`src/sv/sfr_pkg.sv`:
```
// Shared types and constants for the stream find-and-replace block.
package sfr_pkg;

    localparam int MAX_PATTERN_DEF = 8;   // default window depth
    localparam int MAX_REPLACE     = 8;   // replacement bytes held in a register
    localparam int CMD_DEPTH       = 4;   // front-to-back command queue depth
    localparam int CFG_IDX_W       = 3;
    localparam int CFG_DATA_W      = 64;
    localparam int LEN_W           = 4;
    localparam int CNT_W           = 3;   // result count minus one, 0..7

    typedef enum logic [CFG_IDX_W-1:0] {
        CFG_PATTERN_LENGTH     = 3'd0,
        CFG_REPLACEMENT_LENGTH = 3'd1,
        CFG_PATTERN_BYTES      = 3'd2,
        CFG_REPLACEMENT_BYTES  = 3'd3
    } t_cfg_idx;

    typedef struct packed {
        logic [7:0] in_char;
        logic       char_present;
        logic       end_of_string;
    } t_in_word;

    typedef struct packed {
        logic [7:0] out_char;
        logic       out_present;
        logic       out_last;
    } t_out_word;

    // One accepted word's worth of results: up to eight bytes, sent lowest first.
    typedef struct packed {
        logic [8*MAX_REPLACE-1:0] data;
        logic [CNT_W-1:0]         cnt_m1;
        logic                     present;
        logic                     last;
    } t_cmd;

endpackage

```
`src/sv/sfr_front.sv`:
```
// Front end: config registers, match window, and result command generation.
module sfr_front #(
    parameter int MAX_PATTERN = sfr_pkg::MAX_PATTERN_DEF
) (
    input  logic                          i_clk,
    input  logic                          i_rst_n,
    input  logic                          i_cfg_we,
    input  logic [sfr_pkg::CFG_IDX_W-1:0] i_cfg_idx,
    input  logic [sfr_pkg::CFG_DATA_W-1:0] i_cfg_data,
    input  logic                          i_accept,
    input  sfr_pkg::t_in_word             i_word,
    output logic                          o_cmd_push,
    output sfr_pkg::t_cmd                 o_cmd
);

    localparam int FW = $clog2(MAX_PATTERN + 1);

    logic [sfr_pkg::LEN_W-1:0]        r_plen_raw;
    logic [sfr_pkg::LEN_W-1:0]        r_rlen_raw;
    logic [63:0]                      r_pat;
    logic [8*sfr_pkg::MAX_REPLACE-1:0] r_repl;
    logic [7:0]                       r_win [MAX_PATTERN];
    logic [FW-1:0]                    r_fill;

    logic [7:0]                       n_win [MAX_PATTERN];
    logic [FW-1:0]                    n_fill;

    logic [7:0]                       win_a [MAX_PATTERN];
    logic [FW-1:0]                    fill_a;
    logic [FW-1:0]                    pos;
    logic [FW-1:0]                    plen;
    logic [sfr_pkg::LEN_W-1:0]        rlen;
    logic                             cmp;
    logic                             match;
    logic [sfr_pkg::LEN_W-1:0]        cnt;
    logic [8*sfr_pkg::MAX_REPLACE-1:0] win_bytes;

    always_comb begin
        if (r_plen_raw == '0) begin
            plen = FW'(1);
        end else if (r_plen_raw > sfr_pkg::LEN_W'(MAX_PATTERN)) begin
            plen = FW'(MAX_PATTERN);
        end else begin
            plen = FW'(r_plen_raw);
        end
        if (r_rlen_raw > sfr_pkg::LEN_W'(sfr_pkg::MAX_REPLACE)) begin
            rlen = sfr_pkg::LEN_W'(sfr_pkg::MAX_REPLACE);
        end else begin
            rlen = r_rlen_raw;
        end
    end

    // Append the incoming byte to the window.
    always_comb begin
        pos = (r_fill >= FW'(MAX_PATTERN)) ? '0 : r_fill;
        for (int k = 0; k < MAX_PATTERN; k++) begin
            win_a[k] = (i_word.char_present && pos == FW'(k)) ? i_word.in_char : r_win[k];
        end
        fill_a = i_word.char_present ? FW'(pos + FW'(1)) : r_fill;
    end

    always_comb begin
        match = 1'b1;
        for (int k = 0; k < MAX_PATTERN; k++) begin
            if (FW'(k) < plen && win_a[k] != r_pat[8*k +: 8]) begin
                match = 1'b0;
            end
        end
        cmp = i_word.char_present && (fill_a >= plen);
        win_bytes = '0;
        for (int k = 0; k < MAX_PATTERN; k++) begin
            win_bytes[8*k +: 8] = win_a[k];
        end
    end

    always_comb begin
        n_win  = win_a;
        n_fill = fill_a;
        o_cmd  = '0;
        cnt    = '0;
        if (cmp && match) begin
            o_cmd.data = r_repl;
            cnt        = rlen;
            n_fill     = '0;
        end else if (cmp) begin
            // Mismatch: release the oldest byte (every held byte at end of string) and advance the window.
            o_cmd.data = win_bytes;
            cnt        = i_word.end_of_string ? sfr_pkg::LEN_W'(fill_a) : sfr_pkg::LEN_W'(1);
            for (int k = 0; k < MAX_PATTERN; k++) begin
                if (k + 1 < MAX_PATTERN) begin
                    n_win[k] = win_a[k+1];
                end
            end
            n_fill = fill_a - FW'(1);
        end else begin
            o_cmd.data = win_bytes;
            cnt        = i_word.end_of_string ? sfr_pkg::LEN_W'(fill_a) : '0;
        end
        if (i_word.end_of_string) begin
            n_fill = '0;
        end
        o_cmd.present = 1'b1;
        o_cmd.last    = i_word.end_of_string;
        if (cnt == '0) begin
            // Empty end: a single marker word.
            o_cmd.data    = '0;
            o_cmd.present = 1'b0;
            o_cmd.cnt_m1  = '0;
        end else begin
            o_cmd.cnt_m1 = sfr_pkg::CNT_W'(cnt - sfr_pkg::LEN_W'(1));
        end
        o_cmd_push = i_accept && (cnt != '0 || i_word.end_of_string);
    end

    always_ff @(posedge i_clk) begin
        if (!i_rst_n) begin
            r_plen_raw <= sfr_pkg::LEN_W'(1);
            r_rlen_raw <= '0;
            r_pat      <= '0;
            r_repl     <= '0;
            r_fill     <= '0;
        end else if (i_cfg_we) begin
            case (sfr_pkg::t_cfg_idx'(i_cfg_idx))
                sfr_pkg::CFG_PATTERN_LENGTH: begin
                    r_plen_raw <= i_cfg_data[sfr_pkg::LEN_W-1:0];
                    r_fill     <= '0;
                end
                sfr_pkg::CFG_REPLACEMENT_LENGTH: r_rlen_raw <= i_cfg_data[sfr_pkg::LEN_W-1:0];
                sfr_pkg::CFG_PATTERN_BYTES:      r_pat      <= i_cfg_data;
                sfr_pkg::CFG_REPLACEMENT_BYTES:  r_repl     <= i_cfg_data;
                default: ;
            endcase
        end else if (i_accept) begin
            r_fill <= n_fill;
        end
    end

    always_ff @(posedge i_clk) begin
        if (i_accept) begin
            r_win <= n_win;
        end
    end

endmodule

```
`src/sv/sfr_queue.sv`:
```
// Command queue between the front and back ends.
module sfr_queue (
    input  logic          i_clk,
    input  logic          i_rst_n,
    input  logic          i_push,
    input  sfr_pkg::t_cmd i_cmd,
    output logic          o_full,
    input  logic          i_pop,
    output logic          o_valid,
    output sfr_pkg::t_cmd o_cmd
);

    localparam int PW = $clog2(sfr_pkg::CMD_DEPTH);
    localparam int CW = $clog2(sfr_pkg::CMD_DEPTH + 1);

    sfr_pkg::t_cmd r_mem [sfr_pkg::CMD_DEPTH];
    logic [PW-1:0] r_wr_ptr;
    logic [PW-1:0] r_rd_ptr;
    logic [CW-1:0] r_count;

    logic          do_push;
    logic          do_pop;

    assign o_full  = (r_count == CW'(sfr_pkg::CMD_DEPTH));
    assign o_valid = (r_count != '0);
    assign o_cmd   = r_mem[r_rd_ptr];
    assign do_push = i_push && !o_full;
    assign do_pop  = i_pop && o_valid;

    always_ff @(posedge i_clk) begin
        if (!i_rst_n) begin
            r_wr_ptr <= '0;
            r_rd_ptr <= '0;
            r_count  <= '0;
        end else begin
            if (do_push) begin
                r_wr_ptr <= r_wr_ptr + PW'(1);
            end
            if (do_pop) begin
                r_rd_ptr <= r_rd_ptr + PW'(1);
            end
            if (do_push && !do_pop) begin
                r_count <= r_count + CW'(1);
            end else if (do_pop && !do_push) begin
                r_count <= r_count - CW'(1);
            end
        end
    end

    always_ff @(posedge i_clk) begin
        if (do_push) begin
            r_mem[r_wr_ptr] <= i_cmd;
        end
    end

endmodule

```
`src/sv/sfr_back.sv`:
```
// Back end: expands each command into result words, one per cycle unless the output is held.
module sfr_back (
    input  logic               i_clk,
    input  logic               i_rst_n,
    input  logic               i_cmd_valid,
    input  sfr_pkg::t_cmd      i_cmd,
    output logic               o_cmd_pop,
    output logic               o_empty,
    input  logic               i_pop,
    output sfr_pkg::t_out_word o_word
);

    sfr_pkg::t_cmd            r_cur;
    logic                     r_cur_v;
    logic [sfr_pkg::CNT_W-1:0] r_idx;
    sfr_pkg::t_out_word       r_out;
    logic                     r_out_v;

    logic                     out_adv;
    logic                     consume;
    logic                     last_byte;
    logic [7:0]               cur_byte;

    assign out_adv   = !r_out_v || i_pop;
    assign consume   = r_cur_v && out_adv;
    assign last_byte = (r_idx == r_cur.cnt_m1);
    assign o_cmd_pop = i_cmd_valid && (!r_cur_v || (consume && last_byte));
    assign cur_byte  = r_cur.data[{r_idx, 3'b000} +: 8];
    assign o_empty   = !r_out_v;
    assign o_word    = r_out;

    always_ff @(posedge i_clk) begin
        if (!i_rst_n) begin
            r_cur_v <= 1'b0;
            r_idx   <= '0;
            r_out_v <= 1'b0;
        end else begin
            if (o_cmd_pop) begin
                r_cur_v <= 1'b1;
                r_idx   <= '0;
            end else if (consume) begin
                // Drop the command after its final byte, else advance.
                r_cur_v <= !last_byte;
                r_idx   <= r_idx + sfr_pkg::CNT_W'(1);
            end
            if (out_adv) begin
                r_out_v <= r_cur_v;
            end
        end
    end

    always_ff @(posedge i_clk) begin
        if (o_cmd_pop) begin
            r_cur <= i_cmd;
        end
        if (out_adv) begin
            r_out.out_char    <= cur_byte;
            r_out.out_present <= r_cur.present;
            r_out.out_last    <= r_cur.last && last_byte;
        end
    end

endmodule

```
`src/sv/stream_find_and_replace.sv`:
```
// Path: command queue, back-end command register, output register (empty low).
// Throughput: one word accepted per cycle while the queue has room; the back end
// sends one result per cycle unless the output is held, and a four-entry command
// queue lets the input run ahead until it fills.
// Reset: synchronous, active low; registers take their reset values, window and
// queues are emptied.
module stream_find_and_replace #(
    parameter int MAX_PATTERN = sfr_pkg::MAX_PATTERN_DEF
) (
    input  logic                           i_clk,
    input  logic                           i_rst_n,
    input  logic                           i_cfg_we,
    input  logic [sfr_pkg::CFG_IDX_W-1:0]  i_cfg_idx,
    input  logic [sfr_pkg::CFG_DATA_W-1:0] i_cfg_data,
    input  logic                           push,
    output logic                           full,
    input  sfr_pkg::t_in_word              i_data,
    output logic                           empty,
    input  logic                           pop,
    output sfr_pkg::t_out_word             o_data
);

    logic          accept;
    logic          cmd_push;
    sfr_pkg::t_cmd cmd_in;
    logic          q_full;
    logic          q_valid;
    logic          q_pop;
    sfr_pkg::t_cmd q_cmd;

    assign full   = q_full;
    assign accept = push && !q_full;

    sfr_front #(
        .MAX_PATTERN (MAX_PATTERN)
    ) u_front (
        .i_clk      (i_clk),
        .i_rst_n    (i_rst_n),
        .i_cfg_we   (i_cfg_we),
        .i_cfg_idx  (i_cfg_idx),
        .i_cfg_data (i_cfg_data),
        .i_accept   (accept),
        .i_word     (i_data),
        .o_cmd_push (cmd_push),
        .o_cmd      (cmd_in)
    );

    sfr_queue u_queue (
        .i_clk   (i_clk),
        .i_rst_n (i_rst_n),
        .i_push  (cmd_push),
        .i_cmd   (cmd_in),
        .o_full  (q_full),
        .i_pop   (q_pop),
        .o_valid (q_valid),
        .o_cmd   (q_cmd)
    );

    sfr_back u_back (
        .i_clk       (i_clk),
        .i_rst_n     (i_rst_n),
        .i_cmd_valid (q_valid),
        .i_cmd       (q_cmd),
        .o_cmd_pop   (q_pop),
        .o_empty     (empty),
        .i_pop       (pop),
        .o_word      (o_data)
    );

endmodule
```
`config.mk`:
```
export PLATFORM = sky130hd
export DESIGN_NAME = stream_find_and_replace
export DESIGN_NICKNAME = d
export VERILOG_FILES = /design/src/sv/sfr_pkg.sv /design/src/sv/sfr_front.sv /design/src/sv/sfr_queue.sv /design/src/sv/sfr_back.sv /design/src/sv/stream_find_and_replace.sv
export SDC_FILE = /design/constraint.sdc
export NUM_CORES = 1
export LEC_CHECK = 0
export BUFFER_PORTS_ARGS = -buffer_cell sky130_fd_sc_hd__buf_2
export CAP_MARGIN = 30
export CORE_UTILIZATION = 60
export CTS_CLUSTER_DIAMETER = 40
export DETAILED_ROUTE_END_ITERATION = 7
export PLACE_DENSITY = 0.78
export SYNTH_ARGS = -nofsm -noshare
export SYNTH_HDL_FRONTEND = slang
export SYNTH_SLANG_ARGS = --single-unit
```
`constraint.sdc`:
```
create_clock -name i_clk -period 13.5 [get_ports i_clk]
set_clock_uncertainty 0.05 [all_clocks]
set_input_delay 2.7 -clock i_clk [delete_from_list [all_inputs] [get_ports i_clk]]
set_output_delay 2.7 -clock i_clk [all_outputs]
set_load 0.05 [all_outputs]
```
Yosys cells after proc, flatten, opt, wreduce, memory -nomap -nowiden
Memory sizes are Yosys's and may differ from the RTL's. A register that Yosys moved wholly into a read port is not among the register bits.
Cells that the tools add are included.
{ "classes": {"n_addsub": 8, "shifts": 1, "eq_ne": 21, "reduce_logical": 52, "magnitude_cmp": 12, "n_bitwise": 1, "mux": 43} }
{ "ops": {"columns": ["operator", "count"], "rows": [
  ["64-bit 2-to-1 mux", 2],
  ["56-bit 2-to-1 mux", 2],
  ["8-bit 2-to-1 mux", 8],
  ["8-bit inequality test", 8],
  ["64-bit by 7-bit variable part select with 8-bit output", 1],
  ["4-bit 2-to-1 mux", 15],
  ["1-bit logical AND", 28],
  ["4-bit by 3-bit == test with 1-bit output, second input constant", 4],
  ["3-bit by 4-bit < comparator with 1-bit output, first input constant", 4],
  ["1-bit 2-to-1 mux", 13],
  ["4-bit zero test", 3],
  ["2-bit AND reduction", 5],
  ["3-bit 2-to-1 mux", 3],
  ["4-bit by 2-bit == test with 1-bit output, second input constant", 2],
  ["4-bit > comparator, second input constant", 2],
  ["1-bit by 4-bit < comparator with 1-bit output, first input constant", 2],
  ["2-bit by 4-bit < comparator with 1-bit output, first input constant", 2],
  ["3-bit by 1-bit adder with 3-bit output, second input constant", 2],
  ["3-bit by 2-bit == test with 1-bit output, second input constant", 2],
  ["1-bit zero test", 6],
  ["2-bit nonzero test", 3],
  ["3-bit by 1-bit subtractor with 3-bit output, second input constant", 2],
  ["2-bit by 1-bit adder with 2-bit output, second input constant", 2],
  ["4-bit by 1-bit adder with 4-bit output, second input constant", 1],
  ["14 further kinds", 16]
]} }
{ "totals": {"ramBits": 276, "inputBits": 82, "out_inout_bits": 12, "register_bits": 226, "mem_count": 1, "word_cells": 161} }
{ "memory_table": {"columns": ["memory", "words", "width", "rd", "rd_clocked_by_memory_dff", "write_ports", "line", "text"], "rows": [
  ["u_queue.r_mem", 4, 69, 1, 1, 1, "sfr_queue.sv:16", "sfr_pkg::t_cmd r_mem [sfr_pkg::CMD_DEPTH];"]
]} }

Longest topological paths before layout
Gate-level depths: netlist (run 1).
{ "depth": {"ltp_word": 25, "depth_mapped": 21, "mapped_depth_nobuf": 18} }

Hierarchy
From an unflattened synthesis (run 1), not the netlist that was laid out.
{ "hier_totals": {"hier_cells": 1910, "hier_area_um2": 25514.5} }
{ "by_module_without_submodules": {"columns": ["module", "seq_area_each_um2", "area_per_inst_um2", "n_inst", "cells_per_inst"], "rows": [
  ["sfr_front", 4724.5, 11843.9, 1, 1359],
  ["sfr_queue", 8468.1, 10437.5, 1, 409],
  ["sfr_back", 2472.4, 3219.3, 1, 141],
  ["stream_find_and_replace", 0.0, 13.8, 1, 1]
]} }

Worst setup path before layout (run 1)
OpenSTA, ideal clock, no wires.
{ "synth_timing": {"path_kind": "input -> register", "start": "in i_data[1] (netlist bit)", "end": "mem u_queue.r_mem[0][0] (netlist bit), enable pin", "path_stages": 14, "t_required_ns": 13.015, "path_buffers": 2, "t_arrival_ns": 6.643, "setup_time_ns": 0.435, "setup_slack_ns": 6.372, "path_cell_list": "buf_2 > buf_2 > nor2b_1 > a21oi_1 > inv_1 > ha_1 > nand2b_1 > a21o_1 > a21o_1 > a21o_1 > and2_0 > o21ai_0 > a21oi_1 > and2_1"} }
{ "synth_via": {"elab_chain_cells": 20, "word_cells_on_any_way": 54, "classes_between": "order compare: 1; eq/ne: 8; mux: 23; reduce/logical: 22"} }
{ "synth_rtl": {"columns": ["element", "line", "text"], "rows": [
  ["start, declared", "stream_find_and_replace.sv:17", "input sfr_pkg::t_in_word i_data,"],
  ["1-bit logical AND", "sfr_front.sv:57", "win_a[k] = (i_word.char_present && pos == FW'(k)) ? i_word.in_char : r_win[k];"],
  ["8-bit 2-to-1 mux", "sfr_front.sv:57", null],
  ["8-bit inequality test", "sfr_front.sv:65", "if (FW'(k) < plen && win_a[k] != r_pat[8*k +: 8]) begin"],
  ["1-bit logical AND", "sfr_front.sv:65", null],
  ["1-bit 2-to-1 mux (8 in series)", "sfr_front.sv:65", null],
  ["1-bit logical AND", "sfr_front.sv:81", "if (cmp && match) begin"],
  ["4-bit 2-to-1 mux (*)", "sfr_front.sv:81", null],
  ["4-bit nonzero test (*)", "sfr_front.sv:112", "o_cmd_push = i_accept && (cnt != '0 || i_word.end_of_string);"],
  ["1-bit logical OR (*)", "sfr_front.sv:112", null],
  ["1-bit logical AND (*)", "sfr_front.sv:112", null],
  ["1-bit logical AND (*)", "sfr_queue.sv:27", "assign do_push = i_push && !o_full;"],
  ["named net u_queue.do_push", "sfr_queue.sv:21", "logic do_push;"],
  ["1-bit 2-to-1 mux (*)", "sfr_queue.sv:51", "if (do_push) begin"],
  ["1-bit 2-to-1 mux (not written as such) (*)", "sfr_queue.sv:52", "r_mem[r_wr_ptr] <= i_cmd;"],
  ["end, declared", "sfr_queue.sv:16", null]
]} }
The timed path passes the listed nets; every way through them passes the cells marked *.

==> impl_metrics.toml, run 1 <==
[route]
detail_route.drc_violations = 0
wl_mm = 71.33
drt-initial-drc-count = 2324
num_vias = 17830
number_of_nets_with_antenna_violations_after_detailed_routing = 0
met1_routed_length_mm = 28.60
dr_wl_met2_mm = 33.49
viasPerCell = 6.618
route.met3.wl_mm = 6.538
first_pass_iters = 6
per_cell_routed_wire_length_um = 26.48
top_layer = "met4"

[power_and_ir_drop]
irDropWorstVdd_mv = 0.1123
seq_power_share = 0.444
clkPwrFrac = 0.369
p_int_mw = 3.818
sw_frac_of_total = 0.2968
pwr-share-comb = 0.187
power-per-cell-area_nw_per_um2 = 185.4
power.net_switching_mw = 1.612
power.leakage_nw = 10.05

[placed_design]
globalplace.congestion = 0.9475
detailed_place.area_um2 = 26660
dp_hpwl_mm = 45.05
dpl_worst_slack_ns = 5.545
io_buffers = 93

[clock_network]
clkSinkCount = 571
cts_root_buf = "sky130_fd_sc_hd__clkbuf_16"
cts_buffers = 77
post_cts_gate_resize_count = 0
post_cts.repair.setup_buffers = 0
htreeDepth = 3
cts_tree = "done"
worst_skew_pair.late_latency_ns = 0.63
clk_pin_slew_worst_paths_ns = 0.06
cts_hold_buf = 0
cts_buffer_depth = 3

[synthesis]
synth-compound-area-share = 0.1206
syn_avg_cell_area_um2 = 12.78
synth_area_in_simple_gates = 0.1123
postSynth.asyncResetShare = 0
postSynthNetCount = 2109
synth-edff-count = 419
ys_types = 86
synth_sequential_area_ratio = 0.6079
synthAdderAreaFrac = 0.007593
synth.ff_latch_count = 571
synth_mux_area_frac = 0.1003
synthesis.area_um2 = 25700
ys_warn_count = 0
synth_cells = 2012
synth_flop_cell = "sky130_fd_sc_hd__edfxtp_1"
post_synthesis_share_of_cell_area_spent_on_xor_and_xnor_gates = 0.01499
main_combinational_cell_family_by_area_after_synthesis = "compound AO/OA/AOI/OAI gates"

[timing]
totalNegativeSetupSlack_ns = 0
min_period_over_period = 0.5446
layout_setup_ws_ns = 6.148
number_of_pins_exceeding_their_max_slew_limit_in_the_final_report = 0
worst_pin_slew_ns = 1.036
slew_headroom = 0.3027
hold_viol_final = 0
report.final.setup_viol = 0
period_needed_ns = 7.352
fin_worst_hold_slack_ns = 0.3859
max_freq_ghz = 0.1360
rsz_0062_raised_after_global_routing = "no"

[floorplanning]
floorplan.rows = 75
die-area_um2 = 43670
i_o_pin_count = 94
fp.dieH_um = 209.0
die-width_um = 209.0
core_region_area_um2 = 42130
initial_util = 0.6101

[global_routing]
number_of_global_route_vias_before_repair = 17390
maximum_number_of_pins_on_one_net_before_global_route_repair = 96
grt_antenna_before_repair = 1
gr-usage-all-layers = 0.3314
grt-ovfl-total = 0
grt_first_pass_wirelength_mm = 107.5

[layout]
ff_latch_area_um2 = 15630
multiInputGateArea_um2 = 9198
filler_cell_count = 2888
layout_common_cells = "sky130_fd_sc_hd__edfxtp_1, sky130_fd_sc_hd__nand2_1, sky130_fd_sc_hd__dfxtp_1"
post_route_cells_drive_above_1_share = 0.1977
area.growth.synth_to_final_pct = 13.92
antenna_cells_inserted = 0
mostFrequentLayoutCell = "sky130_fd_sc_hd__edfxtp_1"
final_core_area_utilization = 0.6950
design_area_um2 = 29280
finish.net_count = 2188

[worst_setup_path]
worst_r2r_path_depth = 12
cp-startpoint = "i_data[1]"
timing.critical_path.arrival_ns = 7.57
worstPathRequired_ns = 13.72
critical_path.startpoint_type = "input port"
worstReg2RegStart = "u_front.r_fill[3]"
path_max_fanout = 24
crit_path_end = "u_queue.r_mem[0][37]"
reg2reg_slack_ns = 7.26
regToRegEndpoint = "u_queue.r_mem[0][37]"
timing.critical_path.to_type = "flip-flop"
criticalPathCategory = "in -> reg"

[hold_path]
holdCritPathClass = "reg -> reg"

[job]
max_capacitance_violation_count = 0

[run_status]
status = "finished, final reports clean"
-- state kept, by name, summed over array words and instances, names as in the netlist --
signal and flops:
u_queue.r_mem 276, u_back.r_cur 69, u_front.r_pat 64, u_front.r_repl 64, u_front.r_win 64, u_back.o_word 10
u_front.r_fill 4, u_front.r_plen_raw 4, u_front.r_rlen_raw 4, u_back.r_idx 3, u_queue.r_count 3, u_queue.r_rd_ptr 2
u_queue.r_wr_ptr 2, u_back.r_cur_v 1, u_back.r_out_v 1
-- worst min-delay path by stage --
stage,cells after the start,endpoint,slack (ns),start
6_report,0,u_back.o_word[1],0.39,u_back.r_cur[1]
5_1_grt,0,u_back.o_word[1],0.40,u_back.r_cur[1]
4_1_cts,0,u_back.o_word[1],0.39,u_back.r_cur[1]
3_5_place_dp,0,u_back.o_word[1],0.37,u_back.r_cur[1]
3_3_place_gp,0,u_back.o_word[1],0.36,u_back.r_cur[1]
2_1_floorplan,0,u_back.o_word[1],0.35,u_back.r_cur[1]
-- power by group through the flow --
stage / registers, mW / clock network, mW / logic [mW]
2_1_floorplan: 2.41 / 0 / 0.668
3_3_place_gp: 2.43 / 0 / 0.953
3_5_place_dp: 2.44 / 0 / 0.992
4_1_cts: 2.42 / 2.03 / 1.01
5_1_grt: 2.44 / 2.09 / 1.07
6_report: 2.41 / 2.00 / 1.01
-- through the flow --
| stage | total power [mW] | std cells |
|---|---|---|
| floorplan | 3.080 | 2012 |
| global route | 5.602 | 2694 |
| CTS | 5.449 | 2689 |
| global placement | 3.381 | 2530 |
| finish | 5.430 | 2694 |
| detailed placement | 3.432 | 2546 |
-- area by class of cell --
class	instances	share of cell area
clock buffers	91	0.06901
flip-flops and latches	571	0.5338
well taps	539	0.02303
repair buffers	146	0.03102
inverters	77	0.009871
clock inverters	52	0.01914
multi-input cells	1218	0.3141
-- cell families (layout without fill, tap and decap cells) --
group,count (synthesis),after routing
flip-flops,571,571
XOR/XNOR,44,44
multiplexers,150,150
AO/OA/AOI/OAI,407,407
adder cells (fa/ha/maj),15,15
AND/OR/NAND/NOR,602,602
buffers and inverters,223,366
-- Yosys cell counts, types with 4 or more instances --
cell | number | area [um^2]
sky130_fd_sc_hd__nor4b_1 | 5 | 43.79
sky130_fd_sc_hd__and3_1 | 12 | 75.07
sky130_fd_sc_hd__mux4_2 | 85 | 1914
sky130_fd_sc_hd__nand2b_1 | 14 | 87.58
sky130_fd_sc_hd__nand4_1 | 5 | 31.28
sky130_fd_sc_hd__or2_2 | 4 | 25.02
sky130_fd_sc_hd__buf_2 | 25 | 125.1
sky130_fd_sc_hd__a222oi_1 | 15 | 150.1
sky130_fd_sc_hd__a221o_1 | 10 | 100.1
sky130_fd_sc_hd__xor2_1 | 25 | 219.0
sky130_fd_sc_hd__nand3_1 | 19 | 95.09
sky130_fd_sc_hd__clkbuf_1 | 97 | 364.1
sky130_fd_sc_hd__o22a_1 | 4 | 35.03
sky130_fd_sc_hd__nor2_1 | 51 | 191.4
sky130_fd_sc_hd__a2111oi_0 | 20 | 175.2
sky130_fd_sc_hd__ha_1 | 14 | 175.2
sky130_fd_sc_hd__a21o_1 | 9 | 67.56
sky130_fd_sc_hd__o211ai_1 | 8 | 60.06
sky130_fd_sc_hd__nor4_1 | 21 | 131.4
sky130_fd_sc_hd__o21ai_1 | 6 | 30.03
sky130_fd_sc_hd__a21boi_0 | 141 | 1059
sky130_fd_sc_hd__dfxtp_1 | 152 | 3043
sky130_fd_sc_hd__mux2i_1 | 55 | 550.5
sky130_fd_sc_hd__o2111ai_1 | 4 | 35.03
sky130_fd_sc_hd__a2111oi_2 | 19 | 285.3
sky130_fd_sc_hd__o221ai_1 | 8 | 70.07
sky130_fd_sc_hd__nor3b_1 | 5 | 37.54
sky130_fd_sc_hd__nor4b_2 | 8 | 120.1
sky130_fd_sc_hd__mux2_2 | 10 | 112.6
sky130_fd_sc_hd__edfxtp_1 | 419 | 12580
sky130_fd_sc_hd__o22ai_1 | 19 | 118.9
sky130_fd_sc_hd__xnor2_1 | 19 | 166.4
sky130_fd_sc_hd__a21oi_1 | 60 | 300.3
sky130_fd_sc_hd__nor3_1 | 90 | 450.4
sky130_fd_sc_hd__a221oi_1 | 10 | 87.58
sky130_fd_sc_hd__inv_1 | 73 | 274.0
sky130_fd_sc_hd__nor2b_1 | 22 | 137.6
sky130_fd_sc_hd__buf_6 | 7 | 78.83
sky130_fd_sc_hd__nand2_1 | 313 | 1175
sky130_fd_sc_hd__o21ai_0 | 39 | 195.2
sky130_fd_sc_hd__buf_1 | 13 | 48.80
sky130_fd_sc_hd__and2_1 | 13 | 81.33
-- per-layer routing --
layer	GRT usage	vias up
met1	0.4656	8862
met5	0	-
met3	0.06026	166
met4	0.1303	0
met2	0.5166	1028
li1	-	7773
-- worst max-delay path, cell delays in order --
cell and delay, ns:
sky130_fd_sc_hd__buf_2 0.38, sky130_fd_sc_hd__nand4b_1 0.62, sky130_fd_sc_hd__mux2i_1 0.51, sky130_fd_sc_hd__o22ai_1 0.14, sky130_fd_sc_hd__nor3_1 0.23, sky130_fd_sc_hd__a21oi_1 0.17, sky130_fd_sc_hd__nor4_2 0.48, sky130_fd_sc_hd__and4_1 0.28
sky130_fd_sc_hd__nand2_1 0.60, sky130_fd_sc_hd__buf_4 0.51, sky130_fd_sc_hd__a2111oi_0 0.94
Note: power is estimated with default switching activity, not from simulation.
==> run 2: changes to the inputs <==
--- a/config.mk
+++ b/config.mk
@@ -5,6 +5,7 @@
 export SDC_FILE = /design/constraint.sdc
 export NUM_CORES = 1
 export LEC_CHECK = 0
+export ABC_AREA = 1
 export BUFFER_PORTS_ARGS = -buffer_cell sky130_fd_sc_hd__buf_2
 export CAP_MARGIN = 30
 export CORE_UTILIZATION = 60
==> constraint.sdc (replaced) <==
create_clock -name i_clk -period 7.47 [get_ports i_clk]
set_clock_uncertainty 0.05 [all_clocks]
set_input_delay 1.494 -clock i_clk [delete_from_list [all_inputs] [get_ports i_clk]]
set_output_delay 1.494 -clock i_clk [all_outputs]
set_load 0.05 [all_outputs]
==> run 2 against run 1 <==
Effect of this change: register-to-register slack got worse by 5.4 ns; count of clock-buffer cells in the layout down 5; critical path depth is 14 higher; wire length increased by 2.0%; clock power up 84%; final cell count increased by 23%; combinational power grew 130%; largest power group unchanged; highest routed layer is now met5.
==> impl_metrics.toml, run 2 <==
[placed_design]
detailed_place.area_um2 = 25880
globalplace.congestion = 0.9902
numPlacedInstances = 3175
dp_hpwl_mm = 48.11
dpl_worst_slack_ns = 1.050
io_buffers = 93

[floorplanning]
i_o_pin_count = 94
floorplan.rows = 74
die-width_um = 206.1
initial_util = 0.6108
fp.dieH_um = 206.1
core_region_area_um2 = 40920
die-area_um2 = 42480

[layout]
antenna_cells_inserted = 0
layout.cells.non_filler = 3317
layout_common_cells = "sky130_fd_sc_hd__nand2_1, sky130_fd_sc_hd__edfxtp_1, sky130_fd_sc_hd__nor2_1"
post_route_cells_drive_above_1_share = 0.1041
mostFrequentLayoutCell = "sky130_fd_sc_hd__nand2_1"
final_core_area_utilization = 0.6971
area.growth.synth_to_final_pct = 14.14
largest_register_ffs = 276
max_flop_register = "u_queue.r_mem"
design_area_um2 = 28530
filler_cell_count = 3084
finish.net_count = 2820
largestRegisters = "u_queue.r_mem (276), u_back.r_cur (69)"

[clock_network]
cts_root_buf = "sky130_fd_sc_hd__clkbuf_16"
cts_hold_buf = 0
cts_tree = "done"
post_cts.repair.setup_buffers = 0
clkSinkCount = 571
clk_pin_slew_worst_paths_ns = 0.06
htreeDepth = 3
worst_skew_pair.late_latency_ns = 0.62
cts_buffer_depth = 3
post_cts_gate_resize_count = 0
cts_buffers = 75

[job]
max_capacitance_violation_count = 0

[global_routing]
gr-usage-all-layers = 0.3454
grt-ovfl-total = 0
maximum_number_of_pins_on_one_net_before_global_route_repair = 111
number_of_global_route_vias_before_repair = 18220
grt_first_pass_wirelength_mm = 107.7
grt_antenna_before_repair = 4

[synthesis]
synth_flop_cell = "sky130_fd_sc_hd__edfxtp_1"
post-synth-top-area-cell = "sky130_fd_sc_hd__edfxtp_1"
commonest_cells_in_the_synthesized_netlist = "sky130_fd_sc_hd__nand2_1, sky130_fd_sc_hd__edfxtp_1, sky130_fd_sc_hd__nor2_1"
yosys.area.top_type_share = 0.5034
synth.ff_latch_count = 571
synth-edff-count = 419
ys_warn_count = 0
synth_sequential_area_ratio = 0.6251
postSynth.asyncResetShare = 0
syn_avg_cell_area_um2 = 9.397
ys_types = 34
yosys.cell_count.top_type = "sky130_fd_sc_hd__nand2_1"
synth_top_cells_by_area = "sky130_fd_sc_hd__edfxtp_1, sky130_fd_sc_hd__dfxtp_1, sky130_fd_sc_hd__o21ai_0"
synthesis.area_um2 = 25000
postSynthNetCount = 2757
synth_cells = 2660

[worst_setup_path]
worst_r2r_path_depth = 26
worstReg2RegStart = "u_front.r_fill[3]"
reg2reg_slack_ns = 1.86
critical-path-top-cell-by-count = "sky130_fd_sc_hd__nand2_1"
path_max_fanout = 22
worstPathRequired_ns = 7.91
criticalPathCategory = "in -> reg"
cell_with_the_largest_stage_delay_on_the_worst_path = "sky130_fd_sc_hd__nand3_2"
cpPeakStageDelay_ns = 0.48
timing.critical_path.to_type = "flip-flop"
regToRegEndpoint = "u_queue.r_count[1]"
timing.critical_path.arrival_ns = 6.37
critical_path.startpoint_type = "input port"

[timing]
layout_setup_ws_ns = 1.544
hold_viol_final = 0
number_of_pins_exceeding_their_max_slew_limit_in_the_final_report = 0
report.final.setup_viol = 0
max_freq_ghz = 0.1687
slew_headroom = 0.3446
rsz_0062_raised_after_global_routing = "no"
period_needed_ns = 5.926
worst_pin_slew_ns = 0.9820
min_period_over_period = 0.7934

[power_and_ir_drop]
power-per-cell-area_nw_per_um2 = 362.0
irDropWorstVdd_mv = 0.2693
power.leakage_nw = 11.06

[route]
detail_route.drc_violations = 0
viasPerCell = 6.064
wl_mm = 72.76
drt-initial-drc-count = 2586
first_pass_iters = 5
number_of_nets_with_antenna_violations_after_detailed_routing = 0
per_cell_routed_wire_length_um = 21.94
num_vias = 20110

[hold_path]
worst_hold_path.endpoint = "u_back.o_word[1]"
timing.hold.worst.start = "u_back.r_cur[1]"
hold_path_depth = 0
holdCritPathClass = "reg -> reg"

[run_status]
status = "finished, final reports clean"
==> run 2: cell types whose count changed in the layout (fill, tap and decap cells not counted), sizes merged, moves of 85 or more <==
| cell | change |
|---|---|
| nor2 | +361 |
| o21ai | +338 |
| nand2 | +187 |
| nand3 | +154 |
| a21boi | -141 |
| inv | +118 |
| nor3 | -88 |
| mux4 | -85 |
==> run 2: worst max path at each step <==
stage                         start  cells after the start                   end
after floorplan                push                      4   u_queue.r_mem[1][0]
after global placement    i_data[1]                     19  u_queue.r_mem[0][19]
after detailed placement  i_data[1]                     19  u_queue.r_mem[2][23]
after CTS                 i_data[1]                     25    u_queue.r_count[1]
after global routing      i_data[1]                     25    u_queue.r_count[1]
final                     i_data[1]                     25    u_queue.r_count[1]
==> run 2: cell type report <==
cell class | count | area [um^2] | area share
clock inverters | 53 | 626.9 | 0.02197
repair buffers | 127 | 813.3 | 0.02851
well taps | 532 | 665.6 | 0.02333
inverters | 195 | 733.2 | 0.02570
multi-input cells | 1753 | 8100 | 0.2839
clock buffers | 86 | 1961 | 0.06872
flip-flops and latches | 571 | 15630 | 0.5478
==> run 2: report_power, final <==
part           internal (mW)  leakage (nW)  switching [mW]
Sequential              4.18          5.19           0.182
Clock                   2.22          1.26            1.46
Combinational          0.598          4.61            1.69
==> run 2: layer usage <==
metal | wire [um] | part of all wire | global-route usage | up-vias
li1 | - | - | - | 9253
met1 | 29500 | 0.41 | 0.5017 | 9514
met2 | 32390 | 0.45 | 0.5123 | 1176
met3 | 8500 | 0.12 | 0.07521 | 162
met4 | 2328 | 0.032 | 0.1232 | 8
met5 | 53 | 0.00073 | 0 | -
==> run 2: logic make-up (layout without fill, tap and decap cells) <==
family                   count (synthesis)  after routing  synth area share
AO/OA/AOI/OAI                          616            616            0.1287
XOR/XNOR                                 9              9          0.003153
adder cells (fa/ha/maj)                 15             15          0.007809
buffers and inverters                  336            461           0.05351
flip-flops                             571            571            0.6251
AND/OR/NAND/NOR                       1113           1113            0.1817
==> run 2: per-stage QoR <==
step / hold slack, ns / setup TNS [ns] / power [mW]
after global routing: 0.4230 / 0 / 10.71
final: 0.4077 / 0 / 10.33
after global placement: 0.3964 / 0 / 6.517
after detailed placement: 0.3873 / 0 / 6.604
after CTS: 0.4008 / 0 / 10.26
after floorplan: 0.3503 / -277.61 / 5.868
==> run 2: critical path, delay by kind of cell <==
kind / cells / cell delay [ns]
buffers and inverters: 4 / 0.69
AOI/OAI and AO/OA: 2 / 0.49
adders and majority gates: 2 / 0.61
and+or+nand+nor: 17 / 3.06
